==> src/rtl/battery_gauge_monitor_core_macros.svh <==
// assertion helpers shared by the rtl files
`ifndef BATTERY_GAUGE_MONITOR_CORE_MACROS_SVH
`define BATTERY_GAUGE_MONITOR_CORE_MACROS_SVH

// implication checked every clock edge outside reset
`define BGM_ASSERT_IMPL(label, clk_sig, rst_n_sig, ante, cons) \
	label: assert property (@(posedge clk_sig) disable iff (!rst_n_sig) (ante) |-> (cons)) \
		else $error("bgm check failed");

// next-cycle implication
`define BGM_ASSERT_NEXT(label, clk_sig, rst_n_sig, ante, cons) \
	label: assert property (@(posedge clk_sig) disable iff (!rst_n_sig) (ante) |=> (cons)) \
		else $error("bgm check failed");

`endif

==> src/rtl/bgm_pkg.sv <==
package bgm_pkg;

	localparam int SlopeWindowDef  = 6;
	localparam int LockoutCountDef = 3;
	localparam int SampleSecsDef   = 10;

	localparam int NumCfg = 6;

	typedef enum logic [2:0] {
		CFG_PRESENT_MIN = 3'd0,
		CFG_CRITICAL    = 3'd1,
		CFG_LOW         = 3'd2,
		CFG_RECOVER     = 3'd3,
		CFG_LOCKOUT     = 3'd4,
		CFG_FULL        = 3'd5
	} cfg_idx_t;

	localparam logic [1:0] CHG_DISCHARGING = 2'd0;
	localparam logic [1:0] CHG_CHARGING    = 2'd1;
	localparam logic [1:0] CHG_FULL        = 2'd2;

	localparam logic [1:0] ALR_OK   = 2'd0;
	localparam logic [1:0] ALR_LOW  = 2'd1;
	localparam logic [1:0] ALR_CRIT = 2'd2;

	localparam logic [1:0] EVT_NONE    = 2'd0;
	localparam logic [1:0] EVT_CRIT    = 2'd1;
	localparam logic [1:0] EVT_LOW     = 2'd2;
	localparam logic [1:0] EVT_RECOVER = 2'd3;

	localparam int FullStableNeed = 30;
	localparam int RisingUvS      = 8;
	localparam int ShowHyst       = 2;

	localparam int QueueDepth = 2;

	typedef struct packed {
		logic [15:0] mv;
		logic        usb;
		logic        present;
		logic [6:0]  raw_pct;
		logic        full_hit;
		logic        lock_low;
		logic        at_crit;
		logic        at_low;
		logic        at_recover;
		logic signed [21:0] slope;
	} bgm_item_t;

	typedef struct packed {
		logic [15:0] present_min_mv;
		logic [15:0] critical_mv;
		logic [15:0] low_mv;
		logic [15:0] recover_mv;
		logic [15:0] lock_thr_mv;
		logic [15:0] full_mv;
	} bgm_cfg_t;

	// piecewise-linear map, truncating
	function automatic logic [6:0] volt_to_pct(input logic [15:0] mv);
		logic [31:0] x;
		logic [31:0] d;
		logic [6:0] r;
		x = 32'd0;
		d = 32'd0;
		if (mv <= 16'd3000) begin
			r = 7'd0;
		end else if (mv >= 16'd4200) begin
			r = 7'd100;
		end else if (mv <= 16'd3400) begin
			// x*15/400 = 3x/80, reciprocal of 80 scaled by 2^18
			x = (32'(mv) - 32'd3000) * 32'd3;
			d = (x * 32'd3277) >> 18;
			r = 7'(d);
		end else if (mv <= 16'd4000) begin
			// x*75/600 is exactly x/8
			x = 32'(mv) - 32'd3400;
			d = x >> 3;
			r = 7'd15 + 7'(d);
		end else begin
			// x/20 through reciprocal scaled by 2^12
			x = 32'(mv) - 32'd4000;
			d = (x * 32'd205) >> 12;
			r = 7'd90 + 7'(d);
		end
		return r;
	endfunction

endpackage

==> src/rtl/bgm_front.sv <==
module bgm_front #(
	parameter int SLOPE_WINDOW   = bgm_pkg::SlopeWindowDef,
	parameter int SAMPLE_SECONDS = bgm_pkg::SampleSecsDef
) (
	input  logic              clk,
	input  logic              arst_n,
	input  bgm_pkg::bgm_cfg_t cfg,
	input  logic              in_take,
	input  logic [15:0]       cell_mv,
	input  logic              usb_present,
	output bgm_pkg::bgm_item_t item_s1,
	output logic              item_valid_s1,
	input  logic              item_take
);
	import bgm_pkg::*;

	localparam int HW = $clog2(SLOPE_WINDOW);
	localparam int Divisor = (SLOPE_WINDOW - 1) * SAMPLE_SECONDS;
	localparam int RecipShift = 27;
	localparam logic [36:0] SlopeRecip =
		37'(((64'd1 << RecipShift) * 64'd1000 + 64'(Divisor) - 64'd1) / 64'(Divisor));
	localparam logic signed [31:0] SlopeMax = 32'sd2097151;
	localparam logic signed [31:0] SlopeMin = -32'sd2097152;

	logic [15:0] ring_q [SLOPE_WINDOW];
	logic [HW-1:0] head_q;
	logic [HW:0] fill_q;
	logic signed [16:0] dmv_s1;
	logic dmv_ok_s1;
	bgm_item_t pre_s1;
	logic [15:0] dmv_mag;
	logic [52:0] slope_prod;
	logic [25:0] slope_mag;
	logic signed [31:0] quot;
	logic signed [31:0] slope_sat;
	logic [HW-1:0] head_nx;

	assign head_nx = (32'(head_q) == SLOPE_WINDOW - 1) ? '0 : head_q + 1'b1;

	always_ff @(posedge clk) begin
		if (in_take) ring_q[head_q] <= cell_mv;
	end

	always_ff @(posedge clk or negedge arst_n) begin
		if (!arst_n) begin
			head_q <= '0;
			fill_q <= '0;
			item_valid_s1 <= 1'b0;
		end else begin
			item_valid_s1 <= in_take || (item_valid_s1 && !item_take);
			if (in_take) begin
				head_q <= head_nx;
				if (32'(fill_q) < SLOPE_WINDOW) fill_q <= fill_q + 1'b1;
			end
		end
	end

	// once ring is full, the entry one past head is the oldest left after this write replaces head
	always_ff @(posedge clk) begin
		if (in_take) begin
			dmv_ok_s1 <= (32'(fill_q) == SLOPE_WINDOW);
			dmv_s1 <= $signed({1'b0, cell_mv}) - $signed({1'b0, ring_q[head_nx]});
			pre_s1.mv <= cell_mv;
			pre_s1.usb <= usb_present;
			pre_s1.present <= cell_mv >= cfg.present_min_mv;
			pre_s1.raw_pct <= volt_to_pct(cell_mv);
			pre_s1.full_hit <= cell_mv >= cfg.full_mv;
			pre_s1.lock_low <= cell_mv >= cfg.present_min_mv && cell_mv < cfg.lock_thr_mv;
			pre_s1.at_crit <= cell_mv <= cfg.critical_mv;
			pre_s1.at_low <= cell_mv <= cfg.low_mv;
			pre_s1.at_recover <= cell_mv >= cfg.recover_mv;
			pre_s1.slope <= '0;
		end
	end

	// |dmv|*1000/divisor by reciprocal multiply, exact for 16-bit magnitudes
	assign dmv_mag = dmv_s1[16] ? 16'(-dmv_s1) : dmv_s1[15:0];
	assign slope_prod = dmv_mag * SlopeRecip;
	assign slope_mag = slope_prod[RecipShift+25:RecipShift];
	assign quot = dmv_s1[16] ? -$signed({6'd0, slope_mag}) : $signed({6'd0, slope_mag});
	assign slope_sat = quot > SlopeMax ? SlopeMax : (quot < SlopeMin ? SlopeMin : quot);

	always_comb begin
		item_s1 = pre_s1;
		item_s1.slope = dmv_ok_s1 ? 22'(slope_sat) : '0;
	end

endmodule

==> src/rtl/bgm_queue.sv <==
module bgm_queue (
	input  logic               clk,
	input  logic               arst_n,
	input  logic               push,
	input  bgm_pkg::bgm_item_t push_word,
	output logic               full,
	input  logic               pop,
	output logic               not_empty,
	output bgm_pkg::bgm_item_t pop_word
);
	import bgm_pkg::*;

	localparam int AW = $clog2(QueueDepth);

	bgm_item_t mem_q [QueueDepth];
	logic [AW-1:0] wp_q, rp_q;
	logic [AW:0] cnt_q;

	assign full = 32'(cnt_q) == QueueDepth;
	assign not_empty = cnt_q != '0;
	assign pop_word = mem_q[rp_q];

	always_ff @(posedge clk) begin
		if (push) mem_q[wp_q] <= push_word;
	end

	always_ff @(posedge clk or negedge arst_n) begin
		if (!arst_n) begin
			wp_q <= '0;
			rp_q <= '0;
			cnt_q <= '0;
		end else begin
			if (push) wp_q <= wp_q + 1'b1;
			if (pop) rp_q <= rp_q + 1'b1;
			cnt_q <= cnt_q + (AW + 1)'(push) - (AW + 1)'(pop);
		end
	end

	`include "battery_gauge_monitor_core_macros.svh"
	`BGM_ASSERT_IMPL(a_no_overflow, clk, arst_n, full, !push || pop)
	`BGM_ASSERT_IMPL(a_no_underflow, clk, arst_n, !not_empty, !pop)
	`BGM_ASSERT_NEXT(a_push_seen, clk, arst_n, push && !pop, not_empty)

endmodule

==> src/rtl/bgm_back.sv <==
module bgm_back #(
	parameter int LOCKOUT_COUNT  = bgm_pkg::LockoutCountDef,
	parameter int SAMPLE_SECONDS = bgm_pkg::SampleSecsDef
) (
	input  logic               clk,
	input  logic               arst_n,
	input  logic               item_valid,
	input  bgm_pkg::bgm_item_t item,
	output logic               item_take,
	output logic               valid,
	input  logic               stall,
	output logic [6:0]         shown_pct,
	output logic               cell_present,
	output logic [1:0]         charge_mode,
	output logic               charge_changed,
	output logic               lockout_on,
	output logic               lockout_changed,
	output logic [1:0]         alert_level,
	output logic [1:0]         alert_event,
	output logic signed [21:0] slope_uv_per_s
);
	import bgm_pkg::*;

	localparam int SW = $clog2(LOCKOUT_COUNT + 1);

	logic [14:0] ewma_q;
	logic seeded_q;
	logic [6:0] disp_q, frozen_q;
	logic frozen_valid_q;
	logic [1:0] charge_q;
	logic [15:0] full_s_q;
	logic lock_q;
	logic [SW-1:0] streak_q;
	logic [1:0] alert_q;

	logic signed [16:0] diff;
	logic [14:0] ewma_nx;
	logic [6:0] sm, disp_nx;
	logic [16:0] tsum;
	logic [15:0] full_nx;
	logic [1:0] charge_nx, alert_nx, evt_nx;
	logic [SW-1:0] streak_nx;
	logic lock_nx;

	assign item_take = item_valid && (!valid || !stall);

	always_comb begin
		diff = $signed({2'b0, item.raw_pct, 8'd0}) - $signed({2'b0, ewma_q});
		// ((raw*256-acc)*32)/256 truncates toward zero: diff/8
		ewma_nx = seeded_q ? 15'(17'($signed({2'b0, ewma_q}) + 17'(diff / 17'sd8))) :
			{item.raw_pct, 8'd0};
		sm = ewma_nx[14:8] > 7'd100 ? 7'd100 : ewma_nx[14:8];
		disp_nx = disp_q;
		if (item.usb) begin
			disp_nx = frozen_valid_q ? frozen_q : item.raw_pct;
		end else if ((sm >= disp_q && sm - disp_q >= 7'(ShowHyst)) ||
				(disp_q > sm && disp_q - sm >= 7'(ShowHyst))) begin
			disp_nx = sm;
		end

		tsum = 17'(full_s_q) + 17'(SAMPLE_SECONDS);
		full_nx = '0;
		charge_nx = CHG_DISCHARGING;
		if (item.usb) begin
			if (item.full_hit) full_nx = tsum[16] ? 16'hFFFF : tsum[15:0];
			charge_nx = charge_q;
			if (32'(full_nx) >= FullStableNeed) charge_nx = CHG_FULL;
			else if (item.slope >= 22'(RisingUvS)) charge_nx = CHG_CHARGING;
			else if (charge_q == CHG_DISCHARGING) charge_nx = CHG_CHARGING;
		end

		streak_nx = '0;
		lock_nx = lock_q;
		if (!item.usb && item.lock_low) begin
			streak_nx = (32'(streak_q) < LOCKOUT_COUNT) ? streak_q + 1'b1 : streak_q;
			if (32'(streak_nx) >= LOCKOUT_COUNT) lock_nx = 1'b1;
		end
		if (item.usb) lock_nx = 1'b0;

		alert_nx = alert_q;
		evt_nx = EVT_NONE;
		if (!item.usb) begin
			if (!item.present) begin
				alert_nx = ALR_OK;
			end else begin
				if (item.at_crit) alert_nx = ALR_CRIT;
				else if (item.at_low) alert_nx = (alert_q == ALR_CRIT) ? ALR_CRIT : ALR_LOW;
				else if (item.at_recover) alert_nx = ALR_OK;
				if (alert_nx != alert_q) begin
					if (alert_nx == ALR_CRIT) evt_nx = EVT_CRIT;
					else if (alert_nx == ALR_LOW && alert_q == ALR_OK) evt_nx = EVT_LOW;
					else if (alert_nx == ALR_OK) evt_nx = EVT_RECOVER;
				end
			end
		end
	end

	always_ff @(posedge clk or negedge arst_n) begin
		if (!arst_n) begin
			ewma_q <= '0;
			seeded_q <= 1'b0;
			disp_q <= '0;
			frozen_q <= '0;
			frozen_valid_q <= 1'b0;
			charge_q <= CHG_DISCHARGING;
			full_s_q <= '0;
			lock_q <= 1'b0;
			streak_q <= '0;
			alert_q <= ALR_OK;
			valid <= 1'b0;
		end else begin
			valid <= item_take || (valid && stall);
			if (item_take) begin
				disp_q <= disp_nx;
				if (!item.usb) begin
					ewma_q <= ewma_nx;
					seeded_q <= 1'b1;
					frozen_q <= disp_nx;
					frozen_valid_q <= 1'b1;
				end
				charge_q <= charge_nx;
				full_s_q <= full_nx;
				lock_q <= lock_nx;
				streak_q <= streak_nx;
				alert_q <= alert_nx;
			end
		end
	end

	// output word register
	always_ff @(posedge clk) begin
		if (item_take) begin
			shown_pct <= item.present ? disp_nx : 7'd0;
			cell_present <= item.present;
			charge_mode <= charge_nx;
			charge_changed <= charge_nx != charge_q;
			lockout_on <= lock_nx;
			lockout_changed <= lock_nx != lock_q;
			alert_level <= alert_nx;
			alert_event <= evt_nx;
			slope_uv_per_s <= item.slope;
		end
	end

	`include "battery_gauge_monitor_core_macros.svh"
	`BGM_ASSERT_NEXT(a_usb_clears_lock, clk, arst_n, item_take && item.usb, !lock_q)
	`BGM_ASSERT_IMPL(a_charge_legal, clk, arst_n, 1'b1, charge_q != 2'd3 && alert_q != 2'd3)
	`BGM_ASSERT_NEXT(a_out_hold, clk, arst_n, valid && stall, valid && $stable(alert_level))

endmodule

==> src/rtl/battery_gauge_monitor_core.sv <==
// Battery gauge monitor: takes one cell voltage word (mV plus a USB-present flag) per cycle while
// in_stall is low and returns one status word per sample: displayed percent, cell presence,
// charge mode, lockout latch, alert level and event, and the window slope in uV/s. A front stage
// registers the threshold compares, the percent map and the slope-ring difference; a two-entry
// queue feeds the back stage that updates the smoothing, charge, lockout and alert state and
// holds the result in an output register. Sustained rate is one sample per cycle while out_stall
// is low, set by the back stage updating its state as it takes each word; an accepted word passes
// through the front register, the queue and the output register, and output stalls hold it back.
// Configuration should be written only while the block is idle.
module battery_gauge_monitor_core #(
	parameter int SLOPE_WINDOW   = bgm_pkg::SlopeWindowDef,
	parameter int LOCKOUT_COUNT  = bgm_pkg::LockoutCountDef,
	parameter int SAMPLE_SECONDS = bgm_pkg::SampleSecsDef
) (
	input  logic               clk,
	input  logic               arst_n,
	input  logic               cfg_we,
	input  logic [2:0]         cfg_index,
	input  logic [15:0]        cfg_data,
	input  logic               in_valid,
	output logic               in_stall,
	input  logic [15:0]        cell_mv,
	input  logic               usb_present,
	output logic               out_valid,
	input  logic               out_stall,
	output logic [6:0]         shown_pct,
	output logic               cell_present,
	output logic [1:0]         charge_mode,
	output logic               charge_changed,
	output logic               lockout_on,
	output logic               lockout_changed,
	output logic [1:0]         alert_level,
	output logic [1:0]         alert_event,
	output logic signed [21:0] slope_uv_per_s
);
	import bgm_pkg::*;

	bgm_cfg_t cfg_q;
	bgm_item_t item_s1, q_word;
	logic item_valid_s1, q_full, q_ne, back_take, push;

	always_ff @(posedge clk or negedge arst_n) begin
		if (!arst_n) begin
			cfg_q.present_min_mv <= 16'd2500;
			cfg_q.critical_mv <= 16'd3200;
			cfg_q.low_mv <= 16'd3400;
			cfg_q.recover_mv <= 16'd3600;
			cfg_q.lock_thr_mv <= 16'd3100;
			cfg_q.full_mv <= 16'd4150;
		end else if (cfg_we) begin
			unique case (cfg_index)
				CFG_PRESENT_MIN: cfg_q.present_min_mv <= cfg_data;
				CFG_CRITICAL:    cfg_q.critical_mv <= cfg_data;
				CFG_LOW:         cfg_q.low_mv <= cfg_data;
				CFG_RECOVER:     cfg_q.recover_mv <= cfg_data;
				CFG_LOCKOUT:     cfg_q.lock_thr_mv <= cfg_data;
				CFG_FULL:        cfg_q.full_mv <= cfg_data;
				default: ;
			endcase
		end
	end

	// front holds one word; it drains into the queue whenever there is room
	assign push = item_valid_s1 && !q_full;
	assign in_stall = item_valid_s1 && q_full;

	bgm_front #(.SLOPE_WINDOW(SLOPE_WINDOW), .SAMPLE_SECONDS(SAMPLE_SECONDS)) u_front (
		.clk, .arst_n, .cfg(cfg_q),
		.in_take(in_valid && !in_stall),
		.cell_mv, .usb_present,
		.item_s1, .item_valid_s1, .item_take(push)
	);

	bgm_queue u_queue (
		.clk, .arst_n, .push, .push_word(item_s1), .full(q_full),
		.pop(back_take), .not_empty(q_ne), .pop_word(q_word)
	);

	bgm_back #(.LOCKOUT_COUNT(LOCKOUT_COUNT), .SAMPLE_SECONDS(SAMPLE_SECONDS)) u_back (
		.clk, .arst_n, .item_valid(q_ne), .item(q_word), .item_take(back_take),
		.valid(out_valid), .stall(out_stall),
		.shown_pct, .cell_present, .charge_mode, .charge_changed,
		.lockout_on, .lockout_changed, .alert_level, .alert_event, .slope_uv_per_s
	);

endmodule
==> config.mk <==
export PLATFORM = sky130hd
export DESIGN_NAME = battery_gauge_monitor_core
export DESIGN_NICKNAME = d
export VERILOG_FILES = /design/src/rtl/bgm_pkg.sv /design/src/rtl/bgm_front.sv /design/src/rtl/bgm_queue.sv /design/src/rtl/bgm_back.sv /design/src/rtl/battery_gauge_monitor_core.sv
export VERILOG_INCLUDE_DIRS = /design/src /design/src/rtl
export SDC_FILE = /design/constraint.sdc
export NUM_CORES = 1
export LEC_CHECK = 0
export BUFFER_PORTS_ARGS = -buffer_cell sky130_fd_sc_hd__buf_2
export CAP_MARGIN = 10
export CORE_UTILIZATION = 31
export DETAILED_ROUTE_END_ITERATION = 6
export GPL_TIMING_DRIVEN = 0
export PLACE_DENSITY = 0.49
export SLEW_MARGIN = 20
export SYNTH_ARGS = -nofsm -noshare
export SYNTH_HDL_FRONTEND = slang
export SYNTH_SLANG_ARGS = --single-unit
==> constraint.sdc <==
create_clock -name clk -period 8.1 [get_ports clk]
set_input_delay 2.43 -clock clk [delete_from_list [all_inputs] [get_ports clk]]
set_output_delay 2.43 -clock clk [all_outputs]
set_load 0.03 [all_outputs]
# Word-level counts from Yosys, hierarchy flattened
# Memory sizes are Yosys's and may differ from the RTL's.
# Index checks and enable logic that the tools add are counted.
totals:
  output_inout_bits: 41
  reg_bits: 249
  wordCells: 191
  ram_bits: 200
  memories: 2
mem_list:
  columns: ["memory", "words", "width", "rd", "rd_clocked_by_memory_dff", "wr", "line", "source"]
  rows:
  - ["u_queue.mem_q", 2, 52, 1, 0, 1, "bgm_queue.sv:15", "bgm_item_t mem_q [QueueDepth];"]
  - ["u_front.ring_q", 6, 16, 1, 0, 1, "bgm_front.sv:25", "logic [15:0] ring_q [SLOPE_WINDOW];"]
classes:
  mux: 42
  n_eq_ne: 14
  magnitude_cmp: 22
  reduce_logical: 38
  bitwise: 4
  add_sub_neg: 21
  n_mul: 4
ops:
  columns: ["operator", "n"]
  rows:
  - ["$mux W16", 5]
  - ["$mux W22", 3]
  - ["$mux W7", 7]
  - ["$ge A16 B16 Y1", 3]
  - ["$le A16 B12 Y1 const B", 3]
  - ["$sub A16 B12 Y17 const B", 2]
  - ["$gt A32 B22 Y1 const B", 1]
  - ["$le A16 B16 Y1", 2]
  - ["$lt A32 B22 Y1 const B", 1]
  - ["$mul A32 B12 Y25 const B", 1]
  - ["$mul A32 B2 Y32 const B", 1]
  - ["$mul A32 B8 Y19 const B", 1]
  - ["$mux W2", 16]
  - ["$mux W32", 1]
  - ["$neg A21 Y32", 1]
  - ["$ge A22 B5 Y1 const B", 1]
  - ["$mul A16 B3 Y19 const B", 1]
  - ["$add A16 B4 Y17 const B", 1]
  - ["$sub A16 B16 Y17", 1]
  - ["$ge A16 B13 Y1 const B", 1]
  - ["$ge A16 B5 Y1 const B", 1]
  - ["$lt A16 B16 Y1", 1]
  - ["$neg A16 Y16", 1]
  - ["$reduce_and A2 Y1", 8]
  - ["other kinds (42)", 81]

# Depth between registers and ports, before layout
# Gate-level depths: netlist of run 1.
# An unclocked memory read counts as a cell.
depth:
  word_depth: 15
  depth_mapped: 35
  depth_no_buf: 32

# Hierarchy
# A second synthesis of run 1 with hierarchy kept.
unflattened:
  hier_cells: 2915
  hier_area_um2: 31760.5
by_module_without_submodules:
  columns: ["mod", "area_each_um2", "n_inst", "seq_area_each_um2", "cells_per_inst"]
  rows:
  - ["bgm_front", 17732.0, 1, 4524.3, 1859]
  - ["bgm_back", 6090.8, 1, 2497.4, 668]
  - ["bgm_queue", 4202.8, 1, 3223.1, 177]
  - ["battery_gauge_monitor_core", 3734.8, 1, 2436.1, 211]

# Worst setup path after synthesis of run 1
# Ideal clock, no wire load.
synth_timing:
  path_kind: "input port to flip-flop"
  from: "input cell_mv[6]"
  to: "register u_front.pre_s1, in the netlist u_front.item_s1[33], data pin"
  stages: 29
  path_buffers: 1
  arrival_time_ps: 9363
  t_required_ps: 7794
  path_slack_ps: -1570
  cell_sequence: "clkbuf_1 > clkinv_1 > ha_1 > a21oi_1 > xnor2_1 > ha_1 > a21o_1 > a31o_2 > a41o_1 > o41ai_1 > o21ba_2 > o21bai_1 > xor2_1 > ha_1 > fa_1 > inv_1 > fa_1 > inv_1 > fa_1 > ha_1 > a21oi_1 > nand3_1 > o311ai_0 > a21oi_1 > a2111oi_0 > o21bai_1 > a21oi_1 > xnor2_1 > o221ai_1"
synth_between:
  elab_chain_len: 6
synth_rtl:
  columns: ["element", "line", "source"]
  rows:
  - ["from (decl)", "battery_gauge_monitor_core.sv:22", "input logic [15:0] cell_mv,"]
  - ["parallel branches: the longest is 6 deep, another holds $mul A32 B2 Y32", null, null]
  - ["to (decl)", "bgm_front.sv:30", "bgm_item_t pre_s1;"]
# Several ways; the timed one is not identified.
# A chain may end at the register's enable or synchronous reset.

# Final worst setup path of run 1
layout_timing:
  from: "input cell_mv[1]"
  to: "register u_front.pre_s1, in the netlist u_front.item_s1[33], data pin"
# Same word-level chain as after synthesis.

==> metrics.yaml, run 1 <==
hold_viol: 0
synthTopCellsByArea: "edfxtp_1, ha_1, dfrtp_1"
synth_top_family_by_area: "adder cells"
synthSimpleGateAreaFrac: 0.104
cp_data_required_time_ps: 8340
first_global_vias: 21300
netlist_area_um2: 28400
crit_path_max_fanout: 6
tightestPinTransition_ps: 934
violations: "setup timing"
drt-total-wl_um: 73800
ant_nets: 0
antenna_found_initial: 0
drc_errors: 0
setup_viol: 5
slowest_stage: "fa_2"
setup_ws_ps: -461
antenna-diode-count: 0
cts_tree: "built"
start_util: 0.315
r2r_slack_ps: 320
rows: 110
grt-ovfl-total: 0
finalMaxSlewViolations: 0
clk_pin_slew_ps: 60
grt_use_total: 0.158
rsz0062_at_grt: "yes"
synthAdderAreaFrac: 0.233
r2r_cells: 30
hold_end: "u_queue.mem_q[0][23]"
cts_num_sinks: 397
synthXorXnorAreaFrac: 0.0488
synth.largest_area_cell: "edfxtp_1"
status: "finished with violations"
yosys_warnings: 0
cts_buffer_depth: 3
hold_ws_ps: 442
portBuffers: 81
critPathCaptureType: "flop"
syn_area_per_cell_um2: 10.6
htreeDepth: 2
path_delay_family: "compound AO/OA/AOI/OAI gates"
synth_edf_count: 236
worst-path-buf-inv: 3
clock_latency_ps: 590
core-area_um2: 90400
synth_nets: 3196
critPathLaunchType: "input pin"
synthMuxAreaShare: 0.0446
die_h_um: 305
fmax_mhz: 117
dieArea_um2: 93000
dr.pass1.iters: 5
register_area_um2: 11100
worstReg2RegStart: "u_queue.rp_q"
synth_most_common_cell: "ha_1"
multi_input_area_um2: 17100
min_path_cells: 0
drive_gt1_frac: 0.182
cts_root_buffer: "clkbuf_16"
cts_buffers: 47
place.gp.congestion: 0.847
fillCellCount: 8780
min_period_ps: 8560
drv_cap: 0
yosysSeqAreaShare: 0.392
routedWlPerCell_um: 17.9
hold_buffers: 0
arrival_ps: 8800
final_nets: 3414
vias_per_cell: 4.99
via_count: 20600
ys_types: 96
slew_headroom: 0.369
grt_max_degree: 89
criticalPathCategory: "input pin to flop"
synth_ff_type: "edfxtp_1"
critPathMaxStageDelay_ps: 560
dr.first_iter.drc_count: 1153
finalCritPeriodShare: 1.06
async_flop_share: 0.406
worstHoldStart: "u_front.item_s1[23]"
syn_inst: 2693
synth_top_area_frac: 0.249
area_growth_pct: 20.3
ys_ff_latch: 397
synthTopCellsByCount: "ha_1, inv_1, edfxtp_1"
hold_path_class: "flop to flop"
hpwl_um: 53800
reg2reg_to: "u_back.shown_pct[0]"
synth_compound_area_frac: 0.132
die_w_um: 305
grt_pass1_wl_um: 117000
finalSetupTns_ps: -1410
ioPinCount: 82
finClkSkew_ps: 27.2
-- kinds of logic (layout without fill, tap and decap cells) --
family / after synthesis / count (layout)
AND/OR/NAND/NOR: 623 / 623
AO/OA/AOI/OAI: 601 / 601
adder cells (fa/ha/maj): 462 / 462
flip-flops: 397 / 397
buffers and inverters: 338 / 594
XOR/XNOR: 156 / 156
multiplexers: 116 / 116
-- worst max-delay path by stage --
stage	startpoint	end	slack, ps	cells past startpoint
CTS	cell_mv[1]	u_front.item_s1[33]	-430	28
global placement	cell_mv[1]	u_front.item_s1[33]	-2770	29
detailed placement	cell_mv[1]	u_front.item_s1[33]	-2860	29
finish	cell_mv[1]	u_front.item_s1[33]	-460	29
floorplan	cell_mv[6]	u_front.item_s1[33]	-590	29
global route	cell_mv[3]	u_front.item_s1[33]	-630	28
-- area by class of cell --
cell class                 count  share of cell area
multi-input combinational   1958               0.500
sequential                   397               0.326
timing repair buffer         174              0.0432
tap                         1176              0.0430
clock buffer                  58              0.0368
inverter                     259              0.0291
clock inverter                29              0.0116
buffer                        74              0.0110
-- sequential cells by signal, summed over array words and instances (netlist names), 2 cells and up --
| signal | cells |
|---|---|
| u_back.shown_pct | 7 |
| u_back.frozen_q | 7 |
| u_back.charge_mode | 2 |
| u_back.streak_q | 2 |
| u_front.dmv_s1 | 17 |
| cfg_q | 96 |
| u_queue.cnt_q | 2 |
| u_back.charge_q | 2 |
| u_front.item_s1 | 14 |
| u_back.alert_q | 2 |
| u_front.head_q | 3 |
| u_back.ewma_q | 15 |
| u_front.fill_q | 4 |
| u_back.alert_event | 2 |
| u_back.full_s_q | 15 |
| u_back.alert_level | 2 |
| u_front.ring_q | 96 |
| u_queue.mem_q | 70 |
| u_back.slope_uv_per_s | 21 |
| u_back.disp_q | 7 |
-- per-stage QoR --
step	instance area [um2]	setup WS [ps]	std cells	util
2_1_floorplan	28600	-590	2693	-
3_3_place_gp	30500	-2770	3950	0.337
3_5_place_dp	30700	-2860	3964	0.339
4_1_cts	33700	-433	4096	0.373
5_1_grt	34200	-632	4125	0.378
6_report	34200	-461	4125	0.378
-- cell usage in the layout, fill, tap and decap left out, drive strengths merged, types with 29 or more instances in the layout --
master | Yosys | layout
nor2 | 152 | 152
nor3 | 40 | 40
edfxtp | 236 | 236
nand3 | 39 | 39
a21oi | 148 | 148
dfrtp | 134 | 134
clkbuf | 64 | 117
buf | 15 | 185
nand2 | 224 | 224
mux2 | 75 | 75
fa | 114 | 114
o21a | 29 | 29
ha | 348 | 348
mux2i | 40 | 40
a21o | 54 | 54
xor2 | 49 | 49
o21ai | 210 | 210
inv | 258 | 259
xnor2 | 106 | 106
-- per-layer routing --
layer  part of all wire  track usage  vias to the layer above
met1               0.45        0.205                    10100
met2               0.49        0.276                      365
li1                   -            -                     9997
met4              0.023       0.0430                        0
met5                  0            0                        -
met3              0.035       0.0195                      101
-- worst reg2reg max path, delay by kind of cell (launching register included) --
family,cells,cell delay [ps]
buf+inv,4,670
mux,2,740
xor+xnor,1,180
flops,1,390
simple gates,3,840
compound gates,15,2950
fa+ha+maj,5,1760
-- what timing repair did --
item                       4_1_cts  5_1_grt
gates cloned                     4        0
resized for setup              176       43
setup endpoints to repair       28       28
pin swaps                       62       21
buffers inserted                46       30
Power of run 1 is not shown: default switching activity piles up to over one toggle a cycle in this logic, so the estimate is an artifact.
==> run 2: changes to the inputs <==
PLACE_DENSITY = unset   (was 0.49)
PLACE_DENSITY_LB_ADDON = 0.05   (was unset)
TNS_END_PERCENT = 20   (was unset)
==> run 2 against run 1 <==
Non-clock buffer count decreased by 2. Clock-buffer cell count increased by 7. Clock skew increased by 25 ps. Global-route usage increased by 1.2 points. Worst setup slack improved by 7.5 ps. Highest routed layer unchanged. The run still ends with setup timing left. Critical path depth increased by 1. Sequential share of layout area about the same. Cell count increased by 0.12%. Critical endpoint unchanged. Critical path type unchanged. Wire length increased by 6.1%. Die area unchanged. Via count decreased by 0.69%. Worst hold slack improved by 2.9 ps.
==> metrics.yaml, run 2 (synthesis results as in run 1) <==
dr.first_iter.drc_count: 1005  # was 1,153
violations: "setup timing"  # unchanged
ant_nets: 0  # unchanged
cts_buffer_depth: 3  # unchanged
dieArea_um2: 93000  # unchanged
criticalPathCategory: "input pin to flop"  # unchanged
drive_gt1_frac: 0.184  # was 0.182
hold_viol: 0  # unchanged
dr.pass1.iters: 5  # unchanged
hpwl_um: 57300  # was 53,800 um
layout_commonest_cell: "ha_1"  # unchanged
cp_data_required_time_ps: 8330  # was 8340 ps
fmax_mhz: 117  # about the same
antenna_found_initial: 3  # was 0
core-area_um2: 90400  # unchanged
start_util: 0.315  # unchanged
status: "finished with violations"  # unchanged
grt_use_total: 0.170  # was 0.158
min_path_cells: 0  # unchanged
critPathMaxStageDelay_ps: 560  # about the same
portBuffers: 81  # unchanged
worstSetupPathDepth: 30  # was 29
finClkSkew_ps: 52.5  # was 27.2 ps
grt_pass1_wl_um: 124000  # was 117,000 um
crit_path_max_fanout: 6  # unchanged
finalMaxSlewViolations: 0  # unchanged
cts_buffers: 50  # was 47
setup_viol: 6  # was 5
r2r_cells: 30  # unchanged
hold_path_class: "flop to flop"  # unchanged
grt_max_degree: 80  # was 89
die_w_um: 305  # unchanged
tightestPinTransition_ps: 1050  # was 934 ps
die_h_um: 305  # unchanged
rows: 110  # unchanged
critPathCaptureType: "flop"  # unchanged
finalCritPeriodShare: 1.06  # about the same
place.gp.congestion: 0.808  # was 0.847
vias_per_cell: 4.95  # was 4.99
grt-ovfl-total: 0  # unchanged
slew_headroom: 0.293  # was 0.369
routedWlPerCell_um: 19.0  # was 17.9 um
path_delay_family: "compound AO/OA/AOI/OAI gates"  # unchanged
arrival_ps: 8780  # was 8800 ps
first_global_vias: 21600  # was 21,300
cts_root_buffer: "clkbuf_16"  # unchanged
mostFrequentLayoutCells: "ha_1, inv_1, edfxtp_1, nand2_1, o21ai_0"  # unchanged
slowest_stage: "fa_1"  # was fa_2
critPathLaunchType: "input pin"  # unchanged
cts_tree: "built"  # unchanged
via_count: 20500  # was 20,600
htreeDepth: 2  # unchanged
rsz0062_at_grt: "yes"  # unchanged
finalSetupTns_ps: -1650  # was -1410 ps
clk_pin_slew_ps: 60  # about the same
drc_errors: 0  # unchanged
drv_cap: 0  # unchanged
ioPinCount: 82  # unchanged
drt-total-wl_um: 78300  # was 73,800 um
worst-path-buf-inv: 7  # was 3
min_period_ps: 8550  # was 8560 ps
setup_ws_ps: -453  # was -461 ps
fillCellCount: 8877  # was 8,780
reg_top3: "cfg_q x96, u_front.ring_q x96, u_queue.mem_q x70"  # unchanged
cts_num_sinks: 397  # unchanged
final_nets: 3415  # was 3,414
area_growth_pct: 20.4  # was 20.3%
clock_latency_ps: 600  # was 590 ps
run 2: cell types whose count changed in the layout (fill, tap and decap cells not counted), sizes merged:
cell      previous run  this run
buf                185       182
bufbuf               4         3
bufinv               8         4
clkbuf             117       126
clkinv              16        20
clkinvlp             5         7
diode                0         1
inv                259       256
run 2: worst reg2reg max path: cells and delay by family, from the launching register on:
kind,cells,cell delay [ps]
simple gates,3,840
xor+xnor,1,210
fa+ha+maj,5,1780
flops,1,390
buf+inv,4,660
compound gates,15,2890
mux,2,750
run 2: timing repair:
item	4_1_cts	5_1_grt
hold buffers	0	0
pin swaps	62	41
endpoints found under the setup margin	28	28
cloned	3	0
gates resized for setup	173	61
buffers inserted	53	18
run 2: final timing paths:
check                                  endpoint                 from  slack [ps]
max                         u_front.item_s1[33]           cell_mv[4]        -450
min                        u_queue.mem_q[0][35]  u_front.item_s1[35]         440
max reg2reg                 u_back.shown_pct[0]         u_queue.rp_q         330
min reg2reg                u_queue.mem_q[0][35]  u_front.item_s1[35]         440
max in group asynchronous              cfg_q[4]               arst_n        5370
min in group asynchronous      u_back.ewma_q[7]               arst_n        1620
run 2: stage by stage:
stage / cell area (um2) / instances / setup WS (ps) / hold WS [ps] / utilization
after detailed placement: 30700 / 3966 / -2950 / 434 / 0.340
after CTS: 33800 / 4112 / -510 / 448 / 0.373
after global placement: 30500 / 3950 / -2970 / 426 / 0.337
after global routing: 34200 / 4129 / -667 / 452 / 0.379
after floorplan: 28600 / 2693 / -592 / 421 / -
final: 34200 / 4130 / -453 / 445 / 0.379
run 2: final cells by class:
| cell class | instances | area [um2] | area share |
|---|---|---|---|
| multi-input cells | 1958 | 17100 | 0.501 |
| flip-flops and latches | 397 | 11100 | 0.326 |
| well taps | 1176 | 1470 | 0.0430 |
| repair buffers | 171 | 1450 | 0.0422 |
| clock buffers | 65 | 1370 | 0.0400 |
| inverters | 259 | 1000 | 0.0293 |
| plain buffers | 75 | 378 | 0.0110 |
| clock inverters | 28 | 280 | 0.00818 |
| diodes | 1 | 2.50 | 0.0000731 |
run 2: routing by layer:
layer	wire length [um]	vias up	track usage
met4	1280	0	0.0384
met3	1930	86	0.0166
met5	0	-	0
met2	39300	243	0.300
met1	35800	10100	0.223
li1	-	10000	-
Power of run 2 is left out for the same reason.
==> run 3: changes to the inputs <==
CTS_BUF_LIST = sky130_fd_sc_hd__clkbuf_4   (was unset)
SYNTH_HIERARCHICAL = 1   (was unset)
==> run 3 against run 2 <==
The run still ends with setup timing left. Global-route usage is 0.51 points lower. Sequential cell count increased by 3. Clock-buffer cell count rose by 118. Worst setup slack got worse by 620 ps. Die area increased by 5.7%. Synthesized cell count up 5.9%. Non-clock buffer count down 18. Wire length up 2.4%. Critical path type unchanged. Largest cell class unchanged.
==> metrics.yaml, run 3 <==
status: "finished with violations"  # unchanged
violations: "setup timing"  # unchanged
setup_ws_ps: -1070  # was -453 ps
layout_commonest_cell: "inv_1"  # was ha_1
hold_viol: 0  # unchanged
ant_nets: 0  # unchanged
finalMaxSlewViolations: 0  # unchanged
worstReg2RegStart: "u_queue/rp_q"  # was u_queue.rp_q
criticalPathCategory: "input pin to flop"  # unchanged
first_global_vias: 22200  # was 21,600
die_h_um: 314  # was 305 um
crit_path_max_fanout: 4  # was 6
setup_viol: 7  # was 6
drv_cap: 0  # unchanged
portBuffers: 80  # was 81
wl_met3_um: 2190  # was 1930 um
cts_root_buffer: "clkbuf_4"  # was clkbuf_16
fmax_mhz: 109  # was 117 MHz
place.gp.congestion: 0.837  # was 0.808
drc_errors: 0  # unchanged
final_nets: 3610  # was 3,415
synth_nets: 3353  # was 3,196
cts_num_sinks: 400  # was 397
htreeDepth: 3  # was 2
finalCritPeriodShare: 1.13  # was 1.06
grt_pass1_wl_um: 126000  # was 124,000 um
finClkSkew_ps: 104  # was 52.5 ps
dr.pass1.iters: 6  # was 5
min_period_ps: 9170  # was 8550 ps
dieArea_um2: 98300  # was 93,000 um2
yosys_warnings: 6  # was 0
reg2reg_to: "u_back/shown_pct[5]"  # was u_back.shown_pct[0]
routedWlPerCell_um: 17.9  # was 19.0 um
critPathMaxStageDelay_ps: 560  # about the same
critPathLaunchType: "input pin"  # unchanged
hold_buffers: 0  # unchanged
cp_data_required_time_ps: 8740  # was 8330 ps
tightestPinTransition_ps: 938  # was 1050 ps
ioPinCount: 82  # unchanged
cts_buffer_depth: 3  # unchanged
wl_met1_um: 37400  # was 35,800 um
vias_per_cell: 4.80  # was 4.95
cts_tree: "built"  # unchanged
core-area_um2: 95600  # was 90,400 um2
dp_slack_ps: -3470  # was -2950 ps
grt_max_degree: 84  # was 80
grt_use_total: 0.165  # was 0.170
slowest_stage: "or4_4"  # was fa_1
crit_top_cell: "ha_4"
netlist_area_um2: 30100  # was 28,400 um2
route.met2.wl_um: 38800  # was 39,300 um
dr.first_iter.drc_count: 966  # was 1,005
hpwl_um: 59300  # was 57,300 um
clock_latency_ps: 930  # was 600 ps
syn_inst: 2851  # was 2,693
critPathCaptureType: "flop"  # unchanged
clk_pin_slew_ps: 60  # about the same
antenna_found_initial: 4  # was 3
grt-ovfl-total: 0  # unchanged
rows: 113  # was 110
start_util: 0.315  # about the same
hold_path_class: "flop to flop"  # unchanged
drive_gt1_frac: 0.222  # was 0.184
arrival_ps: 9810  # was 8780 ps
slew_headroom: 0.375  # was 0.293
r2r_slack_ps: 340  # was 330 ps
rsz0062_at_grt: "yes"  # unchanged
fillCellCount: 9668  # was 8,877
mostFrequentLayoutCells: "inv_1, ha_1, edfxtp_1, clkbuf_4, nand2_1"  # was ha_1, inv_1, edfxtp_1, nand2_1, o21ai_0
routed.top_layer: "met5"  # was met4
min_path_cells: 0  # unchanged
reg_top3: "cfg_q x96, u_front/ring_q x96, u_queue/mem_q x72"  # was cfg_q x96, u_front.ring_q x96, u_queue.mem_q x70
r2r_cells: 32  # was 30
hold_end: "u_queue/mem_q[0][23]"  # was u_queue.mem_q[0][35]
area_growth_pct: 17.5  # was 20.4%
die_w_um: 314  # was 305 um
drt-total-wl_um: 80200  # was 78,300 um
syn_area_per_cell_um2: 10.6  # about the same
cts_buffers: 114  # was 50
via_count: 21500  # was 20,500
worstHoldStart: "u_front/item_s1[23]"  # was u_front.item_s1[35]
-- run 3: metrics by stage --
stage	setup TNS [ps]	area, um2	hold slack, ps	instances	util
after CTS	-3660	34900	347	4442	0.365
final	-5180	35400	364	4469	0.370
after global routing	-5960	35400	371	4469	0.370
after floorplan	-5190	30300	421	2851	-
after global placement	-25150	32300	432	4196	0.338
after detailed placement	-23230	32500	439	4205	0.340
-- run 3: worst max path at each step --
stage | start | to | slack, ps | cells after the start
2_1_floorplan | cell_mv[6] | u_front/item_s1[33] | -1040 | 32
3_3_place_gp | cell_mv[6] | u_front/item_s1[33] | -3450 | 35
3_5_place_dp | cell_mv[6] | u_front/item_s1[33] | -3470 | 35
4_1_cts | cell_mv[6] | u_front/item_s1[33] | -940 | 34
5_1_grt | cell_mv[3] | u_front/item_s1[33] | -1200 | 34
6_report | cell_mv[6] | u_front/item_s1[33] | -1070 | 34
-- run 3: timing repair --
| item | CTS | global route |
|---|---|---|
| gates cloned | 3 | 0 |
| setup endpoints to repair | 19 | 28 |
| pin swaps | 45 | 33 |
| setup buffers | 30 | 25 |
| resized for setup | 109 | 48 |
-- run 3: worst max-delay path, delay by kind of cell --
| family | cells | cell delay (ps) |
|---|---|---|
| buffers and inverters | 6 | 430 |
| AOI/OAI and AO/OA | 8 | 1610 |
| muxes | 1 | 290 |
| adders and majority gates | 8 | 2580 |
| xor gates and xnor gates | 1 | 150 |
| and+or+nand+nor | 10 | 2290 |
-- run 3: final cells by class --
| type | instances | area, um2 | share of cell area |
|---|---|---|---|
| antenna | 3 | 7.51 | 0.000212 |
| buffer | 81 | 524 | 0.0148 |
| clock buffer | 183 | 1370 | 0.0388 |
| clock inverter | 26 | 139 | 0.00393 |
| inverter | 404 | 1540 | 0.0436 |
| multi-input combinational | 1960 | 17700 | 0.500 |
| sequential | 400 | 11200 | 0.318 |
| tap | 1265 | 1580 | 0.0448 |
| timing repair buffer | 147 | 1260 | 0.0357 |
-- run 3: per-layer routing --
metal,global-route usage,up-vias
met2,0.277,304
met4,0.0519,2
met3,0.0220,124
met5,0,-
li1,-,10600
met1,0.219,10400
Power of run 3 is left out for the same reason.
